### src/hdl/teq_pkg.sv
// ----------------------------------------------------------------------------
// Timed event queue package
// Field widths, operation and status codes and the types shared by the
// queue cells and the top level.
// ----------------------------------------------------------------------------
package teq_pkg;

    localparam int TIME_W  = 48;
    localparam int TAG_W   = 16;
    localparam int SEQ_W   = 32;
    localparam int DELAY_W = 32;
    localparam int OP_W    = 2;
    localparam int STAT_W  = 2;

    localparam logic [OP_W-1:0] OP_ADD   = 2'd0;
    localparam logic [OP_W-1:0] OP_POP   = 2'd1;
    localparam logic [OP_W-1:0] OP_FLUSH = 2'd2;

    localparam logic [STAT_W-1:0] STAT_OK    = 2'd0;
    localparam logic [STAT_W-1:0] STAT_EMPTY = 2'd1;
    localparam logic [STAT_W-1:0] STAT_FULL  = 2'd2;

    typedef struct packed {
        logic [TIME_W-1:0] due;
        logic [TAG_W-1:0]  tag;
        logic [SEQ_W-1:0]  seq;
    } entry_t;

    // Command broadcast to every cell of the chain.
    typedef struct packed {
        logic   insert;
        logic   pop;
        entry_t entry;
    } cmd_t;

endpackage

### src/hdl/teq_cell.sv
// ----------------------------------------------------------------------------
// Timed event queue cell
// Holds one queue entry. On an insert it keeps its entry, takes the new
// event or takes its left neighbour's entry; on a pop it takes its right
// neighbour's entry.
// ----------------------------------------------------------------------------
module teq_cell #(
    parameter int INDEX = 0,
    parameter int CNT_W = 7
) (
    input  logic              clk,
    input  teq_pkg::cmd_t     cmd,
    input  logic [CNT_W-1:0]  occupancy,
    input  teq_pkg::entry_t   left_entry,
    input  logic              left_keep,
    input  teq_pkg::entry_t   right_entry,
    output logic              keep,
    output teq_pkg::entry_t   entry
);
    import teq_pkg::*;

    localparam logic [CNT_W-1:0] SLOT = CNT_W'(INDEX);

    entry_t entry_reg;
    entry_t entry_next;

    // Strictly earlier entries stay put, so a new event goes ahead of equal times.
    assign keep = (SLOT < occupancy) && (entry_reg.due < cmd.entry.due);

    always_comb
    begin
        entry_next = entry_reg;
        if (cmd.insert && !keep)
        begin
            entry_next = left_keep ? cmd.entry : left_entry;
        end
        else if (cmd.pop)
        begin
            entry_next = right_entry;
        end
    end

    always_ff @(posedge clk)
    begin
        entry_reg <= entry_next;
    end

    assign entry = entry_reg;

endmodule

### config.mk
export PLATFORM = sky130hd
export DESIGN_NAME = teq_cell
export DESIGN_NICKNAME = d
export VERILOG_FILES = /design/src/hdl/teq_pkg.sv /design/src/hdl/teq_cell.sv
export SDC_FILE = /design/constraint.sdc
export NUM_CORES = 1
export LEC_CHECK = 0
export ABC_AREA = 0
export CAP_MARGIN = 40
export CORE_AREA = 2 2 153 155
export CTS_BUF_LIST = sky130_fd_sc_hd__clkbuf_2 sky130_fd_sc_hd__clkbuf_4 sky130_fd_sc_hd__clkbuf_8
export DETAILED_ROUTE_END_ITERATION = 8
export DIE_AREA = 0 0 155 157
export DONT_BUFFER_PORTS = 1
export MAX_ROUTING_LAYER = met4
export PLACE_DENSITY = 0.42
export RECOVER_POWER = 100
export SETUP_SLACK_MARGIN = 0.5
export SYNTH_ARGS = -nofsm -noshare
export SYNTH_HDL_FRONTEND = slang
export SYNTH_SLANG_ARGS = --single-unit
### constraint.sdc
create_clock -name clk -period 5.8 [get_ports clk]
set_input_delay 1.45 -clock clk [delete_from_list [all_inputs] [get_ports clk]]
set_output_delay 1.45 -clock clk [all_outputs]
set_load 0.01 [all_outputs]
==> impl_results.md <==
- Worst-path clk slew: 0.13 ns
- Final worst path period share: 86.8%
- Final hold vios: 0
- Util after Layout: 30.7%
- Syn-to-layout area delta: 5.64%
- Top post-synthesis cells by area: edfxtp_1 44%, mux2_2 28%, ha_1 9.0%, mux2_4 6.7%, inv_1 2.8%
- Post-route DRC: 0
- TritonRoute pass-1 iters: 4
- Count leader, synth: mux2_2
- Pwr Density: 261 nW/um2
- CP required: 5.93 ns
- Grt ovf: 0
- Min-delay src: right_entry[91]
- Initial antenna violation count: 2
- CP top delay family: compound AO/OA/AOI/OAI gates
- Crit-path cells: inv_1, ha_1, and3_1, o311a_1, o21ai_0, a311o_1, o211a_4, clkbuf_1, mux2_2
- Clock root cell: clkbuf_8
- Cts repair resizes: 0
- Buffers on Ports: 0
- Setup_tns: 0 ns
- Critical Path Fanout Max: 31
- Placed wire-length estimate: 14600 um
- CP Buf/Inv Count: 2
- Synthesized area: 6540 um2
- Part of the Yosys area used for sequential elements: 44.1%
- Slew of the pin with the lowest slew margin: 1.73 ns
- Post-synth top flop: edfxtp_1
- Clk_lat worst skew: 0.40 ns
- CTS tree: built
- H-tree depth: 3
- Dpl cells: 749
- CP peak stage delay: 1.29 ns
- I/O pins: 396
- Leak pwr: 2.64 nW
- Reg2Reg Launch Point: entry[53]$_DFFE_PP_
- WL/cell: 24.5 um
- Core ar.: 22500 um2
- Setup Skew: 0.0335 ns
- Cell accounting for the most synthesized area: edfxtp_1
- Number of global-route vias before repair: 4282
- Starting Density: 29.1%
- Non-filler instance count after layout: 767
- First-pass GRT wire length: 25700 um
- Type of the most critical hold path: primary input to flip-flop
- Post-synth top area share: 44.1%
- Total track usage: 14.9%
- CP startpoint: cmd[54]
- # setup viols final: 0
- Power, Total: 1.80 mW
- Placed Area: 6840 um2
- Mapped Nets: 828
- Vias per inst: 5.10
- Placement Setup Slack: 0.935 ns
- Critical Path Sink Type: flip-flop
- Row count: 55
- Postcts setup bufs: 0
- Final setup margin: 0.768 ns
- Register bit total from synthesis: 96
- Worst setup SP type: primary input
- Hold slack: 1.26 ns
- Max-slew violations: 60
- Initial DRC Count: 132
- Failing checks: capacitance limit, slew limit
- Die Y: 157 um
- Fmax: 199 MHz
- Die Span X: 155 um
- RSZ-0062 raised after global routing: false
- Sink Count: 96
- Via count: 3910
- Layout cells sized above 1: 39.0%
- Max Cap Violations: 2
- Slew margin rel.: -15.3%
- Warning count from the yosys run: 0
- Num CTS Buffers: 9
- Top post-synthesis cells by count: 163 x mux2_2, 96 x edfxtp_1, 49 x inv_1, 47 x ha_1, 29 x mux2_4
- R2R Setup Slk: 1.34 ns
- CP arrival: 5.16 ns
- Peak supply drop: 0.0851 mV
- Cell area after layout: 6910 um2
- Die area: 24300 um2
- Largest net degree at the start of global routing: 97
- GP Congestion: 0.796
- CTS Hold Bufs: 0
- Fillers: 2264
- Largest register FFs: 96
- Syn avg cell area: 13.6 um2
- Slowest-stage cell, CP: clkbuf_1
- Tmin final: 5.03 ns
- Result of the run: finished with violations
- Post-synthesis cell count: 482
- FFs w/ async S/R, synth: 0%
- Worst setup path class: primary input to flip-flop
- Synth cell types: 39
- Post-DRT Antenna Nets: 0
- Final nets: 821
- DRT Wirelength: 18800 um
- Max clock buf depth: 2
- EDFF count, synth: 96
-- per-layer routing --
| metal | up-vias | global-route usage [%] | part of all wire, % |
|---|---|---|---|
| li1 | 1811 | - | - |
| met1 | 1841 | 14.9 | 36 |
| met2 | 251 | 27.3 | 53 |
| met3 | 7 | 6.17 | 11 |
| met4 | 0 | 3.17 | 0.82 |
| met5 | - | - | 0 |
-- final timing paths --
| check | endpoint | depth (start not counted) |
|---|---|---|
| worst max-delay path | entry[31]$_DFFE_PP_ | 9 |
| worst min-delay path | entry[91]$_DFFE_PP_ | 1 |
| worst max register to register | entry[31]$_DFFE_PP_ | 8 |
| worst min register to register | entry[87]$_DFFE_PP_ | 5 |
-- where the power goes --
part / switching, mW / internal (mW) / total, mW
combinational: 0.167 / 0.191 / 0.358
sequential: 0.102 / 0.887 / 0.989
clock: 0.283 / 0.172 / 0.455
total: 0.552 / 1.25 / 1.80
-- logic make-up after synthesis --
group,Yosys count,synth area share [%]
AOI/OAI and AO/OA,37,3.85
buffers and inverters,71,4.76
and+or+nand+nor,39,3.60
DFF,96,44.1
muxes,192,34.7
adders and majority gates,47,8.99
-- layout make-up --
| type | instances | area [um2] | area share [%] |
|---|---|---|---|
| Antenna cell | 2 | 5.00 | 0.0724 |
| Clock buffer | 10 | 131 | 1.90 |
| Clock inverter | 6 | 57.6 | 0.833 |
| Inverter | 49 | 184 | 2.66 |
| Multi-Input combinational cell | 315 | 3260 | 47.1 |
| Sequential cell | 96 | 2880 | 41.7 |
| Tap cell | 285 | 357 | 5.16 |
| Timing Repair Buffer | 4 | 36.3 | 0.525 |
-- layout by cell type, fill, tap and decap left out, types with 2 or more instances in the layout --
cell	Yosys	layout
a211oi_1	2	2
a21oi_1	12	12
a221o_1	2	2
and3_1	3	3
and4_1	5	5
clkbuf_8	0	9
clkinv_4	0	2
diode_2	0	2
edfxtp_1	96	96
ha_1	47	47
inv_1	49	49
inv_6	0	2
inv_8	0	2
mux2_1	0	26
mux2_2	163	163
mux2_4	29	3
nand2_1	6	6
nand2b_1	3	3
nand3_1	4	4
nand4_1	8	8
nor2_1	3	3
o21a_1	2	2
o21ai_0	7	7
(Power assumes the default switching activity.)
